### config.mk
export PLATFORM = sky130hd
export DESIGN_NAME = chained_coordinate_noise_hash
export DESIGN_NICKNAME = d
export VERILOG_FILES = /design/src/rtl/core/cnh_pkg.sv /design/src/rtl/core/chained_coordinate_noise_hash.sv /design/src/rtl/core/cnh_mul.sv /design/src/rtl/core/cnh_ctrl.sv
export VERILOG_INCLUDE_DIRS = /design/src /design/src/rtl/core
export SDC_FILE = /design/constraint.sdc
export NUM_CORES = 2
export LEC_CHECK = 0
export CORE_MARGIN = 1.5
export CORE_UTILIZATION = 30
export CTS_CLUSTER_SIZE = 12
export DETAILED_ROUTE_END_ITERATION = 6
export DONT_BUFFER_PORTS = 1
export SLEW_MARGIN = 30
export SYNTH_ARGS = -nofsm -noshare
export SYNTH_HDL_FRONTEND = slang
export SYNTH_SLANG_ARGS = --single-unit
### constraint.sdc
create_clock -name clk -period 35.5 [get_ports clk]
set_input_delay 7.1 -clock clk [delete_from_list [all_inputs] [get_ports clk]]
set_output_delay 7.1 -clock clk [all_outputs]
set_load 0.05 [all_outputs]
### src/rtl/core/assert_macros.svh
// Assertion macros shared by the noise hash RTL.
`ifndef ASSERT_MACROS_SVH
`define ASSERT_MACROS_SVH

// Property that must hold at every rising edge outside reset.
`define ASSERT_AT(label, clk, rst, prop, msg) \
  label: assert property (@(posedge clk) disable iff (rst) (prop)) else $error(msg);

// Condition that must never be seen outside reset.
`define ASSERT_NEVER(label, clk, rst, cond, msg) \
  label: assert property (@(posedge clk) disable iff (rst) !(cond)) else $error(msg);

`endif

### src/rtl/core/cnh_pkg.sv
// Types and constants of the chained coordinate noise hash.
`timescale 1ns / 1ps
package cnh_pkg;

  localparam int FRAC_BITS = 30;
  localparam int SUM_W     = 35;
  localparam int MAG_SPLIT = 17;
  localparam int HASH_SHIFT = 13;

  localparam logic [31:0] FEEDBACK_GAIN = 32'd850000;
  localparam logic [31:0] HASH_MUL_A    = 32'd15731;
  localparam logic [31:0] HASH_ADD_A    = 32'd789221;
  localparam logic [31:0] HASH_ADD_B    = 32'd1376312589;
  localparam logic [SUM_W-1:0] ONE_FIXED = SUM_W'(64'd1 << FRAC_BITS);

  typedef enum logic [2:0] {
    ST_IDLE,
    ST_FB_LO,
    ST_FB_HI,
    ST_FB_SUM,
    ST_SQUARE,
    ST_MUL_A,
    ST_MUL_B,
    ST_ACCUM
  } state_t;

  typedef enum logic [2:0] {
    MSEL_FB_LO,
    MSEL_FB_HI,
    MSEL_SQUARE,
    MSEL_MUL_A,
    MSEL_MUL_B
  } mul_sel_t;

  typedef struct packed {
    logic     ready;
    logic     mul_en;
    mul_sel_t mul_sel;
    logic     load_lo;
    logic     load_q;
    logic     load_seed;
    logic     accum;
  } ctrl_t;

  typedef struct packed {
    logic in_fire;
    logic out_blocked;
  } status_t;

endpackage

### src/rtl/core/chained_coordinate_noise_hash.sv
// Top level of the chained coordinate noise hash.
// The block accepts one coordinate of a grid point per transfer and holds a running sum with
// 30 fraction bits; the coordinate flagged last, or the MAX_DIMS-th one, ends the point and
// makes one result transfer. Each coordinate occupies the block from its transfer to the next
// readiness: the transfer, then five products on the single 32 by 32 bit multiplier, two for
// the sum feedback and, after a step that reduces the feedback, three for the hash, and last
// a step to accumulate. The accumulate step waits while an earlier result still sits
// untaken in the output register and the current coordinate ends a point.
`timescale 1ns / 1ps
`include "assert_macros.svh"
module chained_coordinate_noise_hash #(
  parameter int MAX_DIMS = 8
) (
  input  logic        clk,
  input  logic        rst,
  input  logic        item_valid,
  output logic        item_stall,
  input  logic [15:0] coord,
  input  logic        last_coord,
  output logic        result_valid,
  input  logic        result_stall,
  output logic signed [cnh_pkg::SUM_W-1:0] noise_value
);
  import cnh_pkg::*;

  localparam int CNT_W = $clog2(MAX_DIMS + 1);

  ctrl_t   ctl;
  status_t status;

  logic [15:0]       coord_r;
  logic              last_r;
  logic [SUM_W-1:0]  noise_sum;
  logic [CNT_W-1:0]  coord_count;
  logic [CNT_W-1:0]  count_next;
  logic [36:0]       fb_lo;
  logic [23:0]       fb_q;
  logic [31:0]       s1;

  logic              sum_neg;
  logic [SUM_W-1:0]  sum_mag;
  logic [53:0]       fb_total;
  logic [31:0]       fb_signed;
  logic [31:0]       seed;
  logic [31:0]       s1_comb;
  logic [31:0]       mul_a;
  logic [31:0]       mul_b;
  logic [63:0]       prod;
  logic [31:0]       hash;
  logic [SUM_W-1:0]  term;
  logic [SUM_W-1:0]  sum_new;
  logic              finish;

  assign item_stall     = !ctl.ready;
  assign status.in_fire = item_valid && ctl.ready;

  assign sum_neg   = noise_sum[SUM_W-1];
  assign sum_mag   = sum_neg ? (SUM_W'(0) - noise_sum) : noise_sum;
  assign fb_total  = {prod[36:0], MAG_SPLIT'(0)} + 54'(fb_lo);
  assign fb_signed = sum_neg ? (32'd0 - 32'(fb_q)) : 32'(fb_q);
  assign seed      = 32'(coord_r) + fb_signed;
  assign s1_comb   = (seed << HASH_SHIFT) ^ seed;

  assign hash     = prod[31:0] + HASH_ADD_B;
  assign term     = ONE_FIXED - SUM_W'(hash[30:0]);
  assign sum_new  = noise_sum + term;
  assign count_next = coord_count + CNT_W'(1);
  assign finish   = last_r || (count_next == CNT_W'(MAX_DIMS));
  assign status.out_blocked = finish && result_valid && result_stall;

  always_comb begin
    unique case (ctl.mul_sel)
      MSEL_FB_LO: begin
        mul_a = 32'(sum_mag[MAG_SPLIT-1:0]);
        mul_b = FEEDBACK_GAIN;
      end
      MSEL_FB_HI: begin
        mul_a = 32'(sum_mag[2*MAG_SPLIT-1:MAG_SPLIT]);
        mul_b = FEEDBACK_GAIN;
      end
      MSEL_SQUARE: begin
        mul_a = s1_comb;
        mul_b = s1_comb;
      end
      MSEL_MUL_A: begin
        mul_a = prod[31:0];
        mul_b = HASH_MUL_A;
      end
      MSEL_MUL_B: begin
        mul_a = s1;
        mul_b = prod[31:0] + HASH_ADD_A;
      end
      default: begin
        mul_a = '0;
        mul_b = '0;
      end
    endcase
  end

  cnh_mul u_mul (
    .clk (clk),
    .en  (ctl.mul_en),
    .a   (mul_a),
    .b   (mul_b),
    .p   (prod)
  );

  cnh_ctrl u_ctrl (
    .clk    (clk),
    .rst    (rst),
    .status (status),
    .ctl    (ctl)
  );

  always_ff @(posedge clk) begin
    if (status.in_fire) begin
      coord_r <= coord;
      last_r  <= last_coord;
    end
    if (ctl.load_lo) begin
      fb_lo <= prod[36:0];
    end
    if (ctl.load_q) begin
      fb_q <= fb_total[53:FRAC_BITS];
    end
    if (ctl.load_seed) begin
      s1 <= s1_comb;
    end
    if (ctl.accum && finish) begin
      noise_value <= sum_new;
    end
  end

  always_ff @(posedge clk) begin
    if (rst) begin
      noise_sum    <= '0;
      coord_count  <= '0;
      result_valid <= 1'b0;
    end else begin
      if (ctl.accum) begin
        if (finish) begin
          noise_sum   <= '0;
          coord_count <= '0;
        end else begin
          noise_sum   <= sum_new;
          coord_count <= count_next;
        end
      end
      if (ctl.accum && finish) begin
        result_valid <= 1'b1;
      end else if (!result_stall) begin
        result_valid <= 1'b0;
      end
    end
  end

  `ASSERT_AT(a_count_range, clk, rst, coord_count < CNT_W'(MAX_DIMS), "Coordinate count overran.")
  `ASSERT_AT(a_result_src, clk, rst, $rose(result_valid) |-> $past(ctl.accum), "Result without accumulation.")
  `ASSERT_AT(a_sum_cleared, clk, rst, (ctl.accum && finish) |=> noise_sum == '0, "Sum not cleared at end of point.")

endmodule

### src/rtl/core/cnh_mul.sv
// Shared 32 by 32 bit unsigned multiplier with a registered product.
`timescale 1ns / 1ps
module cnh_mul (
  input  logic        clk,
  input  logic        en,
  input  logic [31:0] a,
  input  logic [31:0] b,
  output logic [63:0] p
);

  always_ff @(posedge clk) begin
    if (en) begin
      p <= 64'(a) * 64'(b);
    end
  end

endmodule

### src/rtl/core/cnh_ctrl.sv
// Sequencer that steps one coordinate through the shared multiplier.
`timescale 1ns / 1ps
`include "assert_macros.svh"
module cnh_ctrl (
  input  logic            clk,
  input  logic            rst,
  input  cnh_pkg::status_t status,
  output cnh_pkg::ctrl_t   ctl
);
  import cnh_pkg::*;

  state_t state;
  state_t state_next;

  always_ff @(posedge clk) begin
    if (rst) begin
      state <= ST_IDLE;
    end else begin
      state <= state_next;
    end
  end

  always_comb begin
    state_next = state;
    unique case (state)
      ST_IDLE:   if (status.in_fire) state_next = ST_FB_LO;
      ST_FB_LO:  state_next = ST_FB_HI;
      ST_FB_HI:  state_next = ST_FB_SUM;
      ST_FB_SUM: state_next = ST_SQUARE;
      ST_SQUARE: state_next = ST_MUL_A;
      ST_MUL_A:  state_next = ST_MUL_B;
      ST_MUL_B:  state_next = ST_ACCUM;
      ST_ACCUM:  if (!status.out_blocked) state_next = ST_IDLE;
      default:   state_next = ST_IDLE;
    endcase
  end

  always_comb begin
    ctl = '0;
    ctl.mul_sel = MSEL_FB_LO;
    unique case (state)
      ST_IDLE: ctl.ready = 1'b1;
      ST_FB_LO: begin
        ctl.mul_en  = 1'b1;
        ctl.mul_sel = MSEL_FB_LO;
      end
      ST_FB_HI: begin
        ctl.mul_en  = 1'b1;
        ctl.mul_sel = MSEL_FB_HI;
        ctl.load_lo = 1'b1;
      end
      ST_FB_SUM: ctl.load_q = 1'b1;
      ST_SQUARE: begin
        ctl.mul_en    = 1'b1;
        ctl.mul_sel   = MSEL_SQUARE;
        ctl.load_seed = 1'b1;
      end
      ST_MUL_A: begin
        ctl.mul_en  = 1'b1;
        ctl.mul_sel = MSEL_MUL_A;
      end
      ST_MUL_B: begin
        ctl.mul_en  = 1'b1;
        ctl.mul_sel = MSEL_MUL_B;
      end
      ST_ACCUM: ctl.accum = !status.out_blocked;
      default: ctl.ready = 1'b0;
    endcase
  end

  `ASSERT_AT(a_fire_starts, clk, rst, status.in_fire |=> state == ST_FB_LO, "Transfer did not start the sequence.")
  `ASSERT_NEVER(a_fire_busy, clk, rst, status.in_fire && state != ST_IDLE, "Transfer taken while busy.")

endmodule
## Yosys cells after proc, flatten, opt, wreduce, memory -nomap -nowiden

Index checks and enable logic that the tools add are counted.

- Bitwise operators: 1
- $add $sub $neg: 9
- Multiplexer cells: 17
- Reduce and logical (&&, ||, !) cells: 11
- Multipliers: 1
- Eq/ne operators: 15

Operator list:

| cell | count |
|---|---|
| $pmux 32 s5 | 1 |
| $pmux 32 s4 | 1 |
| $add 54x37->54 | 1 |
| $mul 32x32->37 | 1 |
| $add 35x35->35 | 1 |
| $mux 35 | 1 |
| $mux 34 | 1 |
| $sub 1x34->34 const A | 1 |
| $add 16x32->32 | 1 |
| $add 32x20->32 const B | 1 |
| $mux 32 | 1 |
| $sub 31x31->32 const A | 1 |
| $xor 32x32->32 | 1 |
| $add 31x31->31 const B | 1 |
| $sub 1x24->25 const A | 1 |
| $pmux 3 s8 | 1 |
| $pmux 4 s5 | 1 |
| $eq 3x3->1 const B | 5 |
| $eq 3x2->1 const B | 4 |
| $mux 1 | 7 |
| $eq 3x1->1 const B | 2 |
| $logic_not 3->1 | 2 |
| $mux 3 | 2 |
| $add 4x1->4 const B | 1 |
| 9 further kinds | 14 |

- Output and inout bits: 37
- Word-level logic and storage cells: 65
- Input port bits: 21
- Register bits after elaboration: 225

## Logic depth before layout (Yosys ltp)

- Depth in word-level cells: 9
- Mapped depth: 50
- Mapped depth without buffers: 45

## Cells and area by module

From an unflattened synthesis, not the netlist that was laid out.

- Cells, all modules: 5307
- Area, all modules: 48890.6 um^2

Modules (own cells, without submodules):

| module | instances | cells an instance | sequential area each (um^2) | area an instance (um^2) |
|---|---|---|---|---|
| cnh_mul | 1 | 3768 | 1921.8 | 35317.6 |
| chained_coordinate_noise_hash | 1 | 1514 | 4644.5 | 13336.5 |
| cnh_ctrl | 1 | 25 | 60.1 | 236.5 |

## Worst setup path before layout

Ideal clock, no wire load.

- Path type: reg2reg
- From: reg noise_sum[34]
- To: reg u_mul.p[36], data pin
- Stages on the path, launching flop included: 45
- Period minus slack after synthesis: 12.231 ns
- Data required time: 35.232 ns
- Path slack: 23.269 ns
- Library setup time: 0.268 ns
- Data arrival time: 11.963 ns
- Buffers on the path: 7
- Cells stage by stage: dfxtp_1 buf_1 clkbuf_1 clkbuf_1 clkbuf_1 clkbuf_1 clkbuf_1 nand2_1 xnor2_1 ha_1 and3_1 a21oi_1 a31oi_1 o21a_1 xnor2_1 nor2_1 nor3_1 clkbuf_1 [... 9 more ...] fa_1 inv_1 fa_1 inv_1 ha_1 a21o_1 a21oi_1 nor2b_1 nor2_1 inv_1 o31a_1 a211oi_1 o21ai_0 and2_1 a311o_1 a41oi_1 a21oi_1 xnor3_1

- Cells in the longest elaborated chain, start to end: 5
- Elaborated cells between the ends (all ways): 7
- Those cells by class: 1 x add/sub; 1 x mul; 4 x mux; 1 x bitwise

Ends and longest elaborated chain:

| item | line | RTL |
|---|---|---|
| start: declaration | chained_coordinate_noise_hash.sv:33 | `logic [SUM_W-1:0] noise_sum;` |
| start signal: assignment | chained_coordinate_noise_hash.sv:145 | `noise_sum <= sum_new;` |
| $mux 32 | chained_coordinate_noise_hash.sv:60 | `assign fb_signed = sum_neg ? (32'd0 - 32'(fb_q)) : 32'(fb_q);` |
| $add 16x32->32 | chained_coordinate_noise_hash.sv:61 | `assign seed = 32'(coord_r) + fb_signed;` |
| $xor 32x32->32 | chained_coordinate_noise_hash.sv:62 | `assign s1_comb = (seed << HASH_SHIFT) ^ seed;` |
| $pmux 32 s5 / $pmux 32 s4 (equally long branches) | chained_coordinate_noise_hash.sv:72 | `unique case (ctl.mul_sel)` |
| $mul 32x32->37 * | cnh_mul.sv:13 | `p <= 64'(a) * 64'(b);` |
| end signal: assignment | cnh_mul.sv:13 |  |
| end: declaration | cnh_mul.sv:8 | `output logic [63:0] p` |

Every way passes the cells marked *; elsewhere a longest branch is shown, timed or not.
A chain may end at the register's enable or synchronous reset.

## Worst setup path after layout

- From: reg fb_q[2]
- To: reg u_mul.p[36], data pin

- Cells in the longest elaborated chain, start to end: 6
- Elaborated cells between the ends (all ways): 7
- Those cells by class: 2 x add/sub; 1 x mul; 3 x mux; 1 x bitwise

Ends and longest elaborated chain:

| item | line | RTL |
|---|---|---|
| start: declaration | chained_coordinate_noise_hash.sv:37 | `logic [23:0] fb_q;` |
| start signal: assignment | chained_coordinate_noise_hash.sv:124 | `fb_q <= fb_total[53:FRAC_BITS];` |
| $sub 1x24->25 | chained_coordinate_noise_hash.sv:60 |  |
| $mux 32 * | chained_coordinate_noise_hash.sv:60 |  |
| $add 16x32->32 * | chained_coordinate_noise_hash.sv:61 |  |
| $xor 32x32->32 * | chained_coordinate_noise_hash.sv:62 |  |
| $pmux 32 s5 / $pmux 32 s4 (equally long branches) | chained_coordinate_noise_hash.sv:72 |  |
| $mul 32x32->37 * | cnh_mul.sv:13 |  |

Marks and branches as above.

==> key figures <==
Outcome
  – Outcome: finished with violations
  – Failing checks: DRC

Final layout
  – Diode count: 0
  – Final core utilization: 32.7%
  – Fillers: roughly 12k
  – Nets: between 4k and 5k
  – Final Non-Filler Cells: 5,322
  – P&R area growth vs syn: 8.31%
  – Layout cell share with drive strength beyond 1: just over 5%

Clocking
  – CTS resizes: 0
  – Num CTS Buffers: 26
  – Root Driver: clkbuf_16
  – # hold bufs at CTS: 0
  – Clk slew on worst S/H paths: ~0.06 ns
  – Clock latency at the later pin of the worst-skew pair: between 0.5 and 0.6 ns
  – Clock Sinks: approximately 210
  – CTS max path bufs: 3
  – Postcts setup bufs: 0
  – H-Tree Depth: 1
  – TritonCTS clock tree: done

Yosys
  – Seq/Total Area, Yosys: 16.9%
  – Synth area leader: fa_1
  – Mapped Area: 34,400 um^2
  – Post-synthesis mux area share: less than 1%
  – Post-synth EDFFs: 165
  – Synth Area in Adders: 40.0%
  – Main combinational cell family by area after synthesis: adder cells
  – Register bit total from synthesis: roughly 210
  – Most frequent cells after synthesis: inv_1 (657), fa_1 (551), nand2_1 (529), nor2_1 (395), ha_1 (218)
  – Syn_nets: 4,647
  – Asr flop ratio synth: 0%
  – Top post-synthesis cells by area: fa_1 (32%), edfxtp_1 (14%), ha_1 (7.9%), inv_1 (7.2%), nand2_1 (5.8%)
  – Library cells used by synthesis: 92
  – Top-count cell post-synth: inv_1
  – Post-synthesis compound-gate area fraction: 10.1%
  – Avg Inst Size Synth: between 8 and 9 um^2
  – Post-synth top area share: between 30% and 40%
  – Xor-xnor portion of the synthesized cell area: under 10%
  – Gate count after technology mapping: between 3k and 4k
  – Synth Flop Type: edfxtp_1
  – Synthesis warning total: 0
  – Post-Synth Simple-Gate Area: between 10% and 20%

Placement
  – IO Port Bufs: 0
  – Worst slack, placed: around 22 ns
  – Routability Congestion: slightly below 1
  – HPWL after DPL: 87.8 mm
  – Placed cells: 5,273

Route
  – Wl on met1: approximately 45 mm
  – Drt first pass iters: 7
  – Vias: 27.5k
  – Routed Antenna Nets: 0
  – Final WL: 113 mm
  – Drt initial violations: around 2.7k
  – Met3 routed WL: 11.3 mm
  – Drt wl/cell: approximately 21 um
  – Via density: between 5 and 6
  – Uppermost layer routed: met4
  – DRC Markers: 6
  – WL met2: ~51 mm

Floorplanning
  – Chip height: 342 um
  – Core area: between 100,000 and 150,000 um^2
  – Die Area: approximately 120,000 um^2
  – Die Width: roughly 340 um
  – IO Pins: a little under 60
  – Initial core utilization: between 30% and 40%
  – Rows: 124

Worst setup path
  – Slowest cell delay on critical path: around 0.69 ns
  – Most used cell along the critical path: fa_1
  – Startpoint Class: register
  – Top Family by Delay on Critical Path: compound AO/OA/AOI/OAI gates
  – Max stage delay cell, worst path: a21oi_1
  – Crit. End Element: register
  – Critical path start-end classification: register to register
  – Critical path peak fanout: 11
  – WP buf/inv: 5
  – Crit path DAT: roughly 13 ns
  – Worst EP required: between 30 and 40 ns

Power
  – P_leak: 16.3 nW
  – Pwr/cell area: ~50 nW/um^2
  – VDD IR max: 0.0344 mV
  – Power, Total: about 0.0018 W

STA
  – RSZ-0062 raised after global routing: false
  – Post-Route Skew: between 0.03 and 0.04 ns
  – Max Freq: approximately 76 MHz
  – Pins Over Slew Limit: 0
  – Final min period: about 13 ns
  – Worst slew pin tran: 0.997 ns
  – Post-route setup slack: between 20 and 25 ns
  – Setup TNS: 0 ns
  – Final Hold Viols: 0
  – Fin crit share: roughly 37%
  – Rel. slew slack: roughly 34%
  – Setup-failing EPs final: 0

Global route
  – Global route overflow: 0
  – Largest net degree at the start of global routing: roughly 60
  – Initial antenna violation count: 5
  – Tot GR Track Use: 19.3%
  – Vias in the first global route: 27.7k
  – First-pass GRT wire length: 171 mm

Worst hold path
  – Hold crit path type: register to register

Flow run
  – Max-Cap Viols: 0
==> report_power, final <==
group          internal, W  leakage (nW)  total [W]  switching [W]
registers         0.000363          1.88   0.000469       0.000106
clock network     0.000159         0.443   0.000272       0.000112
logic             0.000391          14.0    0.00111       0.000715
total             0.000914          16.3    0.00185       0.000933
==> metrics by stage <==
step	hold WS, ns	area [um^2]
global placement	0.473	36400
CTS	0.494	37300
finish	0.486	37300
global route	0.523	37300
floorplan	0.424	34400
detailed placement	0.480	36400
==> flip-flops by register name, summed over array words and instances (netlist names), 3 cells and up <==
register	flops
u_ctrl.state	3
s1	32
fb_lo	20
coord_r	16
u_mul.p	37
fb_q	24
noise_sum	35
noise_value	35
coord_count	4
==> worst register-to-register path: cells and delay by family (launching register included) <==
family	cells	cell delay, ns
buf+inv	5	0.81
fa+ha+maj	9	4.19
flops	1	0.50
simple gates	9	2.49
compound gates	14	4.30
xor+xnor	2	0.51
==> cell type report <==
| type | count | area, um^2 | area share [%] |
|---|---|---|---|
| clock buffer | 37 | 807 | 2.16 |
| clock inverter | 11 | 77.6 | 0.208 |
| inverter | 661 | 2480 | 6.65 |
| multi-input combinational | 2815 | 25600 | 68.7 |
| sequential | 208 | 5820 | 15.6 |
| tap | 1512 | 1890 | 5.07 |
| timing repair buffer | 78 | 606 | 1.62 |
==> cell families (layout without fill, tap and decap cells) <==
kind of cell    count (synthesis)  count (layout)
simple gates                 1244            1244
buf+inv                       834             787
fa+ha+maj                     769             769
compound gates                507             507
xor+xnor                      285             285
flops                         208             208
mux                            10              10
==> worst paths after layout <==
path                                                  start                          end  slack, ns  depth (start not counted)
worst max-delay path                      fb_q[2]$_DFFE_PN_        u_mul.p[36]$_DFFE_PN_      22.43                         39
worst min-delay path            coord_count[3]$_SDFFE_PP0P_  coord_count[3]$_SDFFE_PP0P_       0.49                          1
worst max register to register            fb_q[2]$_DFFE_PN_        u_mul.p[36]$_DFFE_PN_      22.43                         39
worst min register to register  coord_count[3]$_SDFFE_PP0P_  coord_count[3]$_SDFFE_PP0P_       0.49                          1
==> per-layer routing <==
metal | vias to the layer above | track usage [%]
li1 | 12100 | -
met1 | 13800 | 25.1
met5 | - | 0
met3 | 292 | 4.55
met4 | 0 | 7.54
met2 | 1291 | 31.1
==> cells in the final DEF (no fill, tap or decap), types with 11 or more instances in the layout <==
master,synthesis,layout
nor4_1,18,13
o21bai_1,16,16
nor2b_1,18,17
and2_1,65,65
nand3_1,35,34
a211oi_1,18,15
a22o_1,13,13
o31ai_1,18,18
nand4_1,19,19
nand2_1,529,529
inv_1,657,657
and3_1,19,19
buf_4,0,77
a31oi_1,20,20
o21a_1,19,19
nand2b_1,22,22
xnor2_1,204,204
or2_2,19,19
a22oi_1,48,48
dfxtp_1,43,42
edfxtp_1,165,165
clkbuf_16,0,30
ha_1,218,218
nor3_1,34,32
fa_1,551,551
a21o_1,49,49
a21oi_1,117,114
or4_1,11,11
nor2_1,395,392
xor2_1,69,69
or3_1,24,24
o21ai_0,84,81
No activity file was read; power rests on OpenSTA's default activity.
